### src/hdl/assert_macros.svh
`ifndef ASSERT_MACROS_SVH
`define ASSERT_MACROS_SVH

// Property that must hold at every clock edge outside reset.
`define ASSERT_ALWAYS(lbl, prop, msg) \
	lbl: assert property (@(posedge clk) disable iff (!arst_n) (prop)) else $error(msg);

// Condition in one cycle implies a condition in the next cycle.
`define ASSERT_NEXT(lbl, pre, post, msg) \
	lbl: assert property (@(posedge clk) disable iff (!arst_n) (pre) |=> (post)) \
		else $error(msg);

`endif

### src/hdl/mbe_pkg.sv
package mbe_pkg;

	localparam int FRAC_BITS = 28;
	localparam int Q_W       = 32;
	localparam int STEP_W    = 31;
	localparam int COORD_W   = 10;
	localparam int LIMIT_W   = 16;
	localparam int SAT_W     = 43;

	// register indexes on the configuration port
	localparam logic [2:0] REG_REAL_START = 3'd0;
	localparam logic [2:0] REG_IMAG_START = 3'd1;
	localparam logic [2:0] REG_REAL_STEP  = 3'd2;
	localparam logic [2:0] REG_IMAG_STEP  = 3'd3;
	localparam logic [2:0] REG_ITER_LIMIT = 3'd4;

	localparam logic signed [Q_W-1:0] START_RST = -32'sd536870912;
	localparam logic [STEP_W-1:0]     STEP_RST  = 31'd1048576;
	localparam logic [LIMIT_W-1:0]    LIMIT_RST = 16'd256;

	localparam logic signed [SAT_W-1:0] Q_MAX = 43'sd2147483647;
	localparam logic signed [SAT_W-1:0] Q_MIN = -43'sd2147483648;

	// queue between mapping and iteration
	localparam int QUEUE_DEPTH = 2;

	typedef struct packed {
		logic [COORD_W-1:0]     x;
		logic [COORD_W-1:0]     y;
		logic signed [Q_W-1:0]  cr;
		logic signed [Q_W-1:0]  ci;
	} job_t;

	// clamp a wide signed value to the Q4.28 range
	function automatic logic signed [Q_W-1:0] sat_q(input logic signed [SAT_W-1:0] v);
		logic signed [Q_W-1:0] r;
		if (v > Q_MAX) begin
			r = Q_MAX[Q_W-1:0];
		end else if (v < Q_MIN) begin
			r = Q_MIN[Q_W-1:0];
		end else begin
			r = v[Q_W-1:0];
		end
		return r;
	endfunction

endpackage

### src/hdl/mbe_front.sv
module mbe_front (
	input  logic                                in_valid,
	output logic                                in_ready,
	input  logic [mbe_pkg::COORD_W-1:0]         pixel_x,
	input  logic [mbe_pkg::COORD_W-1:0]         pixel_y,
	input  logic signed [mbe_pkg::Q_W-1:0]      real_start,
	input  logic signed [mbe_pkg::Q_W-1:0]      imag_start,
	input  logic [mbe_pkg::STEP_W-1:0]          real_step,
	input  logic [mbe_pkg::STEP_W-1:0]          imag_step,
	input  logic                                q_full,
	output logic                                q_push,
	output mbe_pkg::job_t                       q_data
);

	localparam int PROD_W = mbe_pkg::COORD_W + mbe_pkg::STEP_W;

	logic [PROD_W-1:0]                   prod_r;
	logic [PROD_W-1:0]                   prod_i;
	logic signed [mbe_pkg::SAT_W-1:0]    sum_r;
	logic signed [mbe_pkg::SAT_W-1:0]    sum_i;

	// c = start + coord * step, exact, then clamped
	assign prod_r = PROD_W'(pixel_x) * PROD_W'(real_step);
	assign prod_i = PROD_W'(pixel_y) * PROD_W'(imag_step);
	assign sum_r  = mbe_pkg::SAT_W'(real_start) + $signed(mbe_pkg::SAT_W'(prod_r));
	assign sum_i  = mbe_pkg::SAT_W'(imag_start) + $signed(mbe_pkg::SAT_W'(prod_i));

	assign in_ready  = !q_full;
	assign q_push    = in_valid && !q_full;
	assign q_data.x  = pixel_x;
	assign q_data.y  = pixel_y;
	assign q_data.cr = mbe_pkg::sat_q(sum_r);
	assign q_data.ci = mbe_pkg::sat_q(sum_i);

endmodule

### config.mk
export PLATFORM = sky130hd
export DESIGN_NAME = mbe_front
export DESIGN_NICKNAME = d
export VERILOG_FILES = /design/src/hdl/assert_macros.svh /design/src/hdl/mbe_pkg.sv /design/src/hdl/mbe_front.sv
export SDC_FILE = /design/constraint.sdc
export NUM_CORES = 2
export LEC_CHECK = 0
export ABC_AREA = 1
export BUFFER_PORTS_ARGS = -buffer_cell sky130_fd_sc_hd__buf_2
export CORE_ASPECT_RATIO = 1.2
export CORE_UTILIZATION = 35
export DETAILED_ROUTE_END_ITERATION = 10
export SYNTH_ARGS = -nofsm -noshare
export SYNTH_HDL_FRONTEND = slang
export SYNTH_SLANG_ARGS = --single-unit
### constraint.sdc
create_clock -name vclk -period 23.6
set_clock_uncertainty 0.2 [all_clocks]
set_input_delay 2.36 -clock vclk [all_inputs]
set_output_delay 2.36 -clock vclk [all_outputs]
set_load 0.02 [all_outputs]
==> summary.txt <==
GRT
  • First-pass GRT wire length: 142,000 um
  • Total grt overflow: 0
  • Total track usage: around 22%
  • Initial antenna violation count: 7
  • Vias in the first global route: around 27,000
  • Maximum number of pins on one net before global-route repair: 33

Synth
  • Mux cell area share after synthesis: 0%
  • Synth Area in Compound Gates: 6.53%
  • Adder-cell share of the synthesized area: 43.8%
  • Xor and xnor area share after synthesis: 4.27%
  • Ys Warns: 0
  • Post-Syn Area per Cell: 6.44 sq um
  • Post-Synth Simple-Gate Area: 27.6%
  • Seq/Total Area, Yosys: 0%
  • Main combinational cell family by area after synthesis: adder cells
  • Cells after synthesis: 4,335
  • Mapped cell area: 27,900 sq um
  • Post-Syn Nets: 5,183
  • Netlist cell types: 52

Setup path
  • Worst EP arrival: 10.54 ns
  • Worst path top cell family by delay: adder cells
  • Setup CP Type: in2out
  • Most Frequent Cell on Critical Path: nand2_1
  • WP data required: 21.04 ns
  • Crit-path slowest cell: fa_1
  • Buf/Inv on CP: 6
  • Crit-path max cell delay: 0.58 ns
  • Setup crit start kind: input port
  • Crit end category: primary output
  • Critical Path Fanout Max: 32
  • Crit path depth: 38

Min path
  • Worst hold path type: in2out
  • Hold path cells: 3

Final layout
  • Utilization after layout: 37.5%
  • Final sequential cell count: 0
  • FILL cells: between 8,000 and 9,000
  • Area Growth Syn to Fin: 6.15%
  • Register area: 0 sq um
  • Commonest non-fill, non-tap cell in the layout: nand2_1
  • Final nets: 5,265
  • Layout cells sized above 1: 7.29%
  • Post-Layout Inst Area: 29,600 sq um
  • Layout clock buffers: 0
  • Commonest cells after routing, fill and taps aside: nand2_1 (1,459), inv_1 (1,115), fa_1 (462)

Route
  • Drt initial violations: 1,671
  • DR vias: 26,100
  • Drt wl/cell: 16.0 um
  • Detailed Routing Iterations Pass 1: 7
  • DRC: 0
  • DR vias/cell: 4.79
  • Routed Antenna Nets: 0
  • Final wirelength: 87,200 um

STA
  • Final period utilization: 55.5%
  • Crit path time final: 13.10 ns
  • RSZ-0062 raised after global routing: no
  • Final Setup Violations: 0
  • Fin Setup TNS: 0 ns
  • Slew @ Worst Pin: 0.788 ns
  • Slew Viols, Final: 0
  • Rel. slew slack: ~47%
  • Final hold vios: 0
  • FMAX: 76.3 MHz

Floorplanning
  • Initial core utilization: 35.3%
  • Die outline width: 260 um
  • DIE HEIGHT: 311 um
  • Area of the core: 79,000 sq um
  • Die Area: 80,800 sq um
  • I/O pin count: 234
  • FP Rows: 113

CTS
  • Post-CTS resize count: 0
  • Hold buffer count at CTS: 0
  • Post-CTS Setup Bufs: 0

Place
  • Placed Instance Area: 29,600 sq um
  • Port bufs: 234
  • Hpwl dp: 76,100 um
  • Routability cong.: ~1.0

Run
  • Max cap viols: 0

Outcome
  • Status: finished clean
area by class of cell:
class	instances	area [sq um]	share of cell area [%]
Multi-Input combinational cell	3060	22900	77.4
Inverter	1121	4210	14.2
Tap cell	1035	1290	4.37
Timing Repair Buffer	234	1170	3.95
Antenna cell	2	5.00	0.0169
metrics by stage:
stage	setup slack, ns	hold slack, ns	std cells
4_1_cts	10.55	4.78	5450
5_1_grt	9.95	4.82	5450
6_report	10.50	4.78	5452
3_5_place_dp	10.58	4.78	5450
2_1_floorplan	12.35	4.60	4335
3_3_place_gp	10.60	4.77	5450
cells in the mapped netlist (all sizes together) (9+ instances only):
cell / instances / area, sq um
xor2: 88 / 797
fa: 462 / 9250
o21a: 9 / 67.6
nand3: 103 / 566
inv: 1120 / 4200
a31oi: 38 / 238
buf: 39 / 324
nor4: 10 / 75.1
xnor2: 45 / 394
a21o: 13 / 97.6
nor2: 233 / 935
nand4: 30 / 188
clkbuf: 115 / 432
o21bai: 17 / 128
nand2: 1497 / 5720
nor3: 21 / 125
ha: 238 / 2980
o21ai: 66 / 334
a21oi: 158 / 798
final timing paths:
check / start / end / slack, ns
max: pixel_y[1] / q_data[12] / 10.50
min: q_full / in_ready / 4.78
layer usage:
layer  share of wire, %  up-vias  routed length, um  global-route usage (%)
met2                 46      778              40400                    36.7
met4                2.0       10               1770                    3.76
li1                   -    12800                  -                       -
met1                 46    12500              40500                    31.2
met5              0.062        -                 54                       0
met3                5.1       90               4410                    1.05
logic make-up (layout without fill, tap and decap cells):
| logic type | after synthesis | after routing |
|---|---|---|
| buffers and inverters | 1275 | 1355 |
| AND/OR/NAND/NOR | 1906 | 1906 |
| other | 0 | 2 |
| XOR/XNOR | 133 | 133 |
| AO/OA/AOI/OAI | 321 | 321 |
| adder cells (fa/ha/maj) | 700 | 700 |
Power is left out: the tool's default activity adds up to more than one toggle a clock period on the data nets, which glitch-free logic cannot reach.
