<file path="src/hdl/assert_macros.svh">
`ifndef ASSERT_MACROS_SVH
`define ASSERT_MACROS_SVH

// Property that must hold at every clock edge outside reset.
`define ASSERT_ALWAYS(lbl, prop, msg) \
	lbl: assert property (@(posedge clk) disable iff (!arst_n) (prop)) else $error(msg);

// Condition in one cycle implies a condition in the next cycle.
`define ASSERT_NEXT(lbl, pre, post, msg) \
	lbl: assert property (@(posedge clk) disable iff (!arst_n) (pre) |=> (post)) \
		else $error(msg);

`endif

</file>
<file path="src/hdl/mbe_pkg.sv">
package mbe_pkg;

	localparam int FRAC_BITS = 28;
	localparam int Q_W       = 32;
	localparam int STEP_W    = 31;
	localparam int COORD_W   = 10;
	localparam int LIMIT_W   = 16;
	localparam int SAT_W     = 43;

	// register indexes on the configuration port
	localparam logic [2:0] REG_REAL_START = 3'd0;
	localparam logic [2:0] REG_IMAG_START = 3'd1;
	localparam logic [2:0] REG_REAL_STEP  = 3'd2;
	localparam logic [2:0] REG_IMAG_STEP  = 3'd3;
	localparam logic [2:0] REG_ITER_LIMIT = 3'd4;

	localparam logic signed [Q_W-1:0] START_RST = -32'sd536870912;
	localparam logic [STEP_W-1:0]     STEP_RST  = 31'd1048576;
	localparam logic [LIMIT_W-1:0]    LIMIT_RST = 16'd256;

	localparam logic signed [SAT_W-1:0] Q_MAX = 43'sd2147483647;
	localparam logic signed [SAT_W-1:0] Q_MIN = -43'sd2147483648;

	// queue between mapping and iteration
	localparam int QUEUE_DEPTH = 2;

	typedef struct packed {
		logic [COORD_W-1:0]     x;
		logic [COORD_W-1:0]     y;
		logic signed [Q_W-1:0]  cr;
		logic signed [Q_W-1:0]  ci;
	} job_t;

	// clamp a wide signed value to the Q4.28 range
	function automatic logic signed [Q_W-1:0] sat_q(input logic signed [SAT_W-1:0] v);
		logic signed [Q_W-1:0] r;
		if (v > Q_MAX) begin
			r = Q_MAX[Q_W-1:0];
		end else if (v < Q_MIN) begin
			r = Q_MIN[Q_W-1:0];
		end else begin
			r = v[Q_W-1:0];
		end
		return r;
	endfunction

endpackage

</file>
<file path="src/hdl/mbe_queue.sv">
`include "assert_macros.svh"

module mbe_queue (
	input  logic          clk,
	input  logic          arst_n,
	input  logic          push,
	input  mbe_pkg::job_t wdata,
	output logic          full,
	input  logic          pop,
	output mbe_pkg::job_t rdata,
	output logic          empty
);

	localparam int DEPTH = mbe_pkg::QUEUE_DEPTH;
	localparam int PTR_W = (DEPTH > 1) ? $clog2(DEPTH) : 1;
	localparam int CNT_W = $clog2(DEPTH + 1);

	mbe_pkg::job_t      mem_q [DEPTH];
	logic [PTR_W-1:0]   wr_ptr_q;
	logic [PTR_W-1:0]   rd_ptr_q;
	logic [CNT_W-1:0]   fill_q;

	assign full  = (fill_q == CNT_W'(DEPTH));
	assign empty = (fill_q == '0);
	assign rdata = mem_q[rd_ptr_q];

	always_ff @(posedge clk) begin
		if (push) begin
			mem_q[wr_ptr_q] <= wdata;
		end
	end

	always_ff @(posedge clk or negedge arst_n) begin
		if (!arst_n) begin
			wr_ptr_q <= '0;
			rd_ptr_q <= '0;
			fill_q   <= '0;
		end else begin
			if (push) begin
				wr_ptr_q <= (wr_ptr_q == PTR_W'(DEPTH - 1)) ? '0 : wr_ptr_q + 1'b1;
			end
			if (pop) begin
				rd_ptr_q <= (rd_ptr_q == PTR_W'(DEPTH - 1)) ? '0 : rd_ptr_q + 1'b1;
			end
			if (push && !pop) begin
				fill_q <= fill_q + 1'b1;
			end else if (pop && !push) begin
				fill_q <= fill_q - 1'b1;
			end
		end
	end

	`ASSERT_ALWAYS(a_no_overflow, !(push && full), "queue push while full")
	`ASSERT_ALWAYS(a_no_underflow, !(pop && empty), "queue pop while empty")

endmodule

</file>
<file path="config.mk">
export PLATFORM = sky130hd
export DESIGN_NAME = mbe_queue
export DESIGN_NICKNAME = d
export VERILOG_FILES = /design/src/hdl/mbe_pkg.sv /design/src/hdl/mbe_queue.sv
export VERILOG_INCLUDE_DIRS = /design/src /design/src/hdl
export SDC_FILE = /design/constraint.sdc
export NUM_CORES = 1
export LEC_CHECK = 0
export BUFFER_PORTS_ARGS = -buffer_cell sky130_fd_sc_hd__buf_4
export CORE_MARGIN = 3
export CORE_UTILIZATION = 40
export CTS_BUF_LIST = sky130_fd_sc_hd__clkbuf_4
export DETAILED_ROUTE_END_ITERATION = 16
export GPL_TIMING_DRIVEN = 0
export SLEW_MARGIN = 40
export SYNTH_ARGS = -nofsm -noshare
export SYNTH_HDL_FRONTEND = slang
export SYNTH_SLANG_ARGS = --single-unit
</file>
<file path="constraint.sdc">
create_clock -name clk -period 6.6 [get_ports clk]
set_clock_uncertainty 0.05 [all_clocks]
set_input_delay 0.33 -clock clk [delete_from_list [all_inputs] [get_ports clk]]
set_output_delay 0.33 -clock clk [all_outputs]
set_load 0.005 [all_outputs]
</file>
==> results of run 1 <==
[registers in the layout, indices dropped and copies added (netlist names)]
register	cells
fill_q	2
mem_q	168
rd_ptr_q	1
wr_ptr_q	1
[metrics by stage]
step           cell area, µm²  TNS, ps  std cells  utilization (%)
2_1_floorplan            6260        0        277                -
3_3_place_gp             7820   -34840        661             51.2
3_5_place_dp             7990        0        668             52.4
4_1_cts                  9150        0        787             60.0
5_1_grt                  9150        0        787             60.0
6_report                 9150        0        787             60.0
[where the power goes]
part	internal [mW]	switching (mW)	total, mW
Clock	0.261	0.337	0.598
Combinational	0.618	0.459	1.08
Sequential	1.44	0.0526	1.50
[logic make-up (layout without fill, tap and decap cells)]
family / after synthesis / after routing / share of synthesized area [%]
DFF: 172 / 172 / 82.2
muxes: 84 / 84 / 15.1
buffers and inverters: 10 / 309 / 1.32
xor gates and xnor gates: 5 / 5 / 0.700
and+or+nand+nor: 5 / 5 / 0.420
adders and majority gates: 1 / 1 / 0.200
[area by class of cell]
class	count	share of cell area (%)
flip-flops and latches	172	56.2
inverters	1	0.0410
multi-input cells	95	11.3
well taps	211	2.88
repair buffers	267	25.5
clock buffers	18	1.48
plain buffers	9	0.861
clock inverters	14	1.67
[synthesized netlist by cell type]
cell	count
and2_1	1
buf_2	3
buf_4	1
buf_6	5
dfrtp_1	4
edfxtp_1	168
ha_1	1
inv_1	1
mux2_1	50
mux2_2	34
nor2_1	2
nor2b_1	2
xnor2_1	1
xor2_1	4
[routing by layer]
metal | wire length (µm) | track usage [%] | vias up
met5 | 0 | 0 | -
met4 | 75 | 4.17 | 0
met3 | 957 | 6.04 | 6
met2 | 6280 | 24.5 | 123
met1 | 5030 | 16.8 | 1716
li1 | - | - | 1670
[how the worst min path moves through the flow]
stage           start                     to  slack [ps]
2_1_floorplan  arst_n  fill_q[0]$_DFFE_PN0P_         -20
3_3_place_gp   arst_n  fill_q[1]$_DFFE_PN0P_          80
3_5_place_dp   arst_n  fill_q[0]$_DFFE_PN0P_          80
4_1_cts        arst_n  fill_q[0]$_DFFE_PN0P_           5
5_1_grt        arst_n   rd_ptr_q$_DFFE_PN0P_           3
6_report       arst_n   rd_ptr_q$_DFFE_PN0P_          90
[repair_timing]
action / in CTS / in global routing
hold buffers: 87 / 0
hold endpoints to repair: 174 / 0
resized for setup: 0 / 0
==> impl_metrics.csv, run 1 <==
group,metric,value,unit
logic_synthesis,synth.avg_cell_area,22.6,µm²
critical_path,endpoint_kind,"output pin",
finish,regArea,5140,µm²
detailed_routing,wl_per_cell,15.7,µm
global_route,overflow,0,
critical_path,startpoint,"rd_ptr_q$_DFFE_PN0P_",
floorplan,die_w,131,µm
critical_path,worstPathRequired,6220,ps
critical_path,critPathTopFamily,"buffers and inverters",
logic_synthesis,syn_nets,366,
critical_path,cp_slowest_stage_delay,410,ps
finish,num_antenna_cells,0,
timing,finalCriticalPeriod,2230,ps
global_route,grt_max_degree,37,
clocking,cts_sinks,172,
detailed_routing,drt_iter0_drc,195,
global_route,grt_pass1_vias,3697,
timing,finalSetupViolations,0,
detailed_routing,drtAntennaViolNets,0,
run,max-cap-violations,0,
detailed_routing,vias_per_cell,4.47,
placement,dpl.hpwl,8.15,mm
critical_path,arrival,1850,ps
clocking,cts_tree,"built",
timing,tightest_slew,527,ps
finish,drive_above_1_share,43.9,%
detailed_routing,drc,0,
timing,hold_viol,0,
finish,multi_input_area,1040,µm²
floorplan,start_util,41.0,%
clocking,clk_path_buf_depth,2,
critical_path,critPathBufInv,3,
logic_synthesis,yosysSeqAreaShare,82.2,%
clocking,numCtsBuffers,17,
critical_path,crit_chain,"buf_4 -> buf_6 -> mux2_1 -> buf_4",
critical_path,crit_path_end,"rdata[12]",
logic_synthesis,synth_warnings,0,
logic_synthesis,ys_seq_elements,172,
critical_path,worst-r2r-cell-count,3,
timing,slew_headroom,64.8,%
critical_path,cp.depth,4,
clocking,cts-htree-levels,4,
critical_path,worst_path_most_repeated_cell,"buf_4",
detailed_routing,dr.pass1.iters,4,
critical_path,critPathKind,"register to output pin",
global_route,antenna_found_initial,0,
timing,whs,85.9,ps
finish,layout_commonest_cell,"buf_4",
logic_synthesis,synth.top_cell.area_share,80.6,%
critical_path,r2r_setup_slack,4970,ps
status,status,"finished clean",
power,p_total,3.17,mW
finish,syn2layout_area_growth,46.3,%
timing,slew_viol_final,0,
critical_path,start_kind,"register",
timing,grt_setup_unrepaired,"no",
global_route,grt_pass1_wl,18.5,mm
logic_synthesis,synth_area,6260,µm²
power,peakVddDrop,0.163,mV
placement,place_ws,4900,ps
clocking,insertion_delay,520,ps
global_route,grt_use_total,14.4,%
critical_path,reg2reg_to,"mem_q[0][41]$_DFFE_PP_",
floorplan,core,15300,µm²
power,power_leakage,3.48,nW
finish,nets,652,
timing,layout_setup_ws,4370,ps
placement,gp_congestion,0.696,
power,p_per_area,346,nW/µm²
critical_path,cp_max_fo,10,
timing,period_share,33.8,%
floorplan,die_h,131,µm
finish,mostFrequentLayoutCells,"buf_4 (174), edfxtp_1 (168), dlygate4sd3_1 (87)",
worst_hold_path,hp-class,"input pin to async pin",
logic_synthesis,synthDistinctLibCells,14,
floorplan,io_pins,174,
finish,fillers,1148,
logic_synthesis,synthCells,277,
detailed_routing,drt_wl_total,12.3,mm
critical_path,critPathSlowestCell,"dfrtp_1",
detailed_routing,num_vias,3515,
clocking,path_clk_slew,110,ps
logic_synthesis,yosysTopAreaCell,"edfxtp_1",
logic_synthesis,ys_top_cells_by_area,"edfxtp_1 (81%), mux2_1 (9.0%), mux2_2 (6.1%)",
critical_path,rr_startpoint,"wr_ptr_q$_DFFE_PN0P_",
floorplan,rows,45,
floorplan,fp.dieArea,17200,µm²
clocking,clockRootBuffer,"clkbuf_4",
timing,max_clock_freq,0.448,GHz
clocking,post_cts_buffers,0,
placement,portBuffers,173,
Note: power is estimated with default switching activity, not from simulation.
==> inputs of run 2 (changes only) <==
--- a/config.mk
+++ b/config.mk
@@ -12,6 +12,7 @@
 export CTS_BUF_LIST = sky130_fd_sc_hd__clkbuf_4
 export DETAILED_ROUTE_END_ITERATION = 16
 export GPL_TIMING_DRIVEN = 0
+export PLACE_DENSITY = 0.66
 export SLEW_MARGIN = 40
 export SYNTH_ARGS = -nofsm -noshare
 export SYNTH_HDL_FRONTEND = slang
==> constraint.sdc (replaced) <==
create_clock -name clk -period 1.85 [get_ports clk]
set_clock_uncertainty 0.05 [all_clocks]
set_input_delay 0.0925 -clock clk [delete_from_list [all_inputs] [get_ports clk]]
set_output_delay 0.0925 -clock clk [all_outputs]
set_load 0.005 [all_outputs]
==> impl_metrics.csv, run 2 (synthesis results as in run 1) <==
group,metric,value,unit
timing,slew_viol_final,0,
floorplan,fp.dieArea,17200,µm²
timing,tightest_slew,401,ps
detailed_routing,wl_per_cell,16.8,µm
floorplan,io_pins,174,
timing,max_clock_freq,0.507,GHz
finish,fillers,1040,
floorplan,rows,45,
finish,drive_above_1_share,54.0,%
power,peakVddDrop,0.590,mV
worst_hold_path,hp-class,"input pin to register",
clocking,cts-htree-levels,4,
clocking,numCtsBuffers,17,
finish,syn2layout_area_growth,56.7,%
critical_path,worstPathRequired,1710,ps
detailed_routing,vias_per_cell,4.62,
critical_path,cp_max_fo,5,
timing,finalCriticalPeriod,1970,ps
timing,grt_setup_unrepaired,"yes",
placement,dpl.hpwl,7.97,mm
timing,layout_setup_ws,-124,ps
critical_path,critPathKind,"register to output pin",
timing,finalSetupViolations,83,
finish,mostFrequentLayoutCells,"edfxtp_1 (168), buf_4 (124), dlygate4sd3_1 (88)",
timing,fin_setup_tns,-5370,ps
timing,period_share,107,%
finish,largest_register,"mem_q",
placement,gp_congestion,0.688,
critical_path,critPathSlowestCell,"dfrtp_2",
global_route,antenna_found_initial,1,
floorplan,die_w,131,µm
detailed_routing,drtAntennaViolNets,0,
finish,layout_commonest_cell,"edfxtp_1",
critical_path,crit_chain,"buf_12 -> buf_16 -> buf_8 -> mux2_4 -> buf_6",
finish,reg_top3,"mem_q (168), fill_q (2)",
clocking,cts_tree,"built",
detailed_routing,drt_wl_total,13.5,mm
clocking,clockRootBuffer,"clkbuf_4",
clocking,cts_sinks,172,
finish,largest_reg_flops,168,
global_route,grt_pass1_vias,3985,
clocking,path_clk_slew,130,ps
global_route,overflow,0,
global_route,grt_use_total,15.2,%
finish,nets,665,
timing,slew_headroom,73.3,%
clocking,insertion_delay,530,ps
floorplan,core,15300,µm²
placement,place_ws,35.0,ps
global_route,grt_max_degree,36,
power,power_leakage,3.88,nW
timing,hold_viol,0,
critical_path,arrival,1830,ps
placement,portBuffers,173,
critical_path,start_kind,"register",
power,p_per_area,1310,nW/µm²
detailed_routing,drt_iter0_drc,147,
critical_path,cp_slowest_stage_delay,480,ps
critical_path,endpoint_kind,"output pin",
detailed_routing,num_vias,3703,
run,max-cap-violations,0,
status,violations,"negative setup slack",
clocking,clk_path_buf_depth,2,
floorplan,die_h,131,µm
status,status,"finished, violations left",
floorplan,start_util,41.0,%
detailed_routing,dr.pass1.iters,4,
global_route,grt_pass1_wl,19.6,mm
detailed_routing,drc,0,
-- run 2: cell types whose count changed in the layout (fill, tap and decap cells not counted), moves of 4 or more --
cell and change:
buf_4 -50, mux2_1 -50, mux2_4 +50, buf_6 +49, buf_12 +6, clkbuf_16 +5
inv_6 +4
-- run 2: repair_timing --
item | 4_1_cts | 5_1_grt
resized for setup | 122 | 2
buffers inserted | 5 | 2
gates cloned | 2 | 5
hold buffers | 88 | 0
endpoints found under the setup margin | 84 | 97
hold endpoints to repair | 190 | 0
-- run 2: final timing paths --
check                           depth (start not counted)  slack (ps)                     end                   from
min in group asynchronous                               3         430    rd_ptr_q$_DFFE_PN0P_                 arst_n
worst max register to register                          2         320  mem_q[1][81]$_DFFE_PP_   wr_ptr_q$_DFFE_PN0P_
max in group asynchronous                               3        1130    rd_ptr_q$_DFFE_PN0P_                 arst_n
worst min-delay path                                    2         230  mem_q[1][59]$_DFFE_PP_              wdata[59]
worst min register to register                          1         450   fill_q[1]$_DFFE_PN0P_  fill_q[1]$_DFFE_PN0P_
worst max-delay path                                    5        -120                rdata[5]   rd_ptr_q$_DFFE_PN0P_
-- run 2: critical path: cells and delay by family, from the launching register on --
| family | cells | cell delay (ps) |
|---|---|---|
| buffers and inverters | 4 | 520 |
| muxes | 1 | 310 |
| DFF | 1 | 480 |
-- run 2: final cells by class --
type	instances	area [µm²]	area share, %
flip-flops and latches	172	5150	52.5
multi-input cells	95	1230	12.5
repair buffers	282	2790	28.4
diodes	2	5.00	0.0510
well taps	211	264	2.69
plain buffers	7	120	1.22
clock inverters	14	118	1.20
inverters	1	3.75	0.0383
clock buffers	18	135	1.38
-- run 2: through the flow --
stage / util [%] / instance area (µm²) / cells / hold WS (ps) / power, mW
2_1_floorplan: - / 6260 / 277 / -253 / 7.15
3_5_place_dp: 52.3 / 7980 / 668 / -155 / 9.18
4_1_cts: 63.4 / 9670 / 794 / 145 / 12.7
6_report: 64.3 / 9810 / 802 / 227 / 12.8
3_3_place_gp: 51.3 / 7830 / 661 / -159 / 8.95
5_1_grt: 64.2 / 9800 / 801 / 137 / 13.5
-- run 2: where the power goes --
group	total [mW]	switching (mW)	internal, mW	leakage, nW
Clock	1.94	1.26	0.685	0.142
Combinational	5.51	2.01	3.50	2.12
Sequential	5.37	0.215	5.15	1.62
-- run 2: metal layers --
layer  vias to the layer above  global-route usage (%)  part of all wire (%)
met5                         -                       0                     0
met4                         0                    6.41                   2.1
met3                        22                    5.15                   5.7
met2                       124                    27.4                    55
met1                      1856                    16.0                    37
li1                       1701                       -                     -
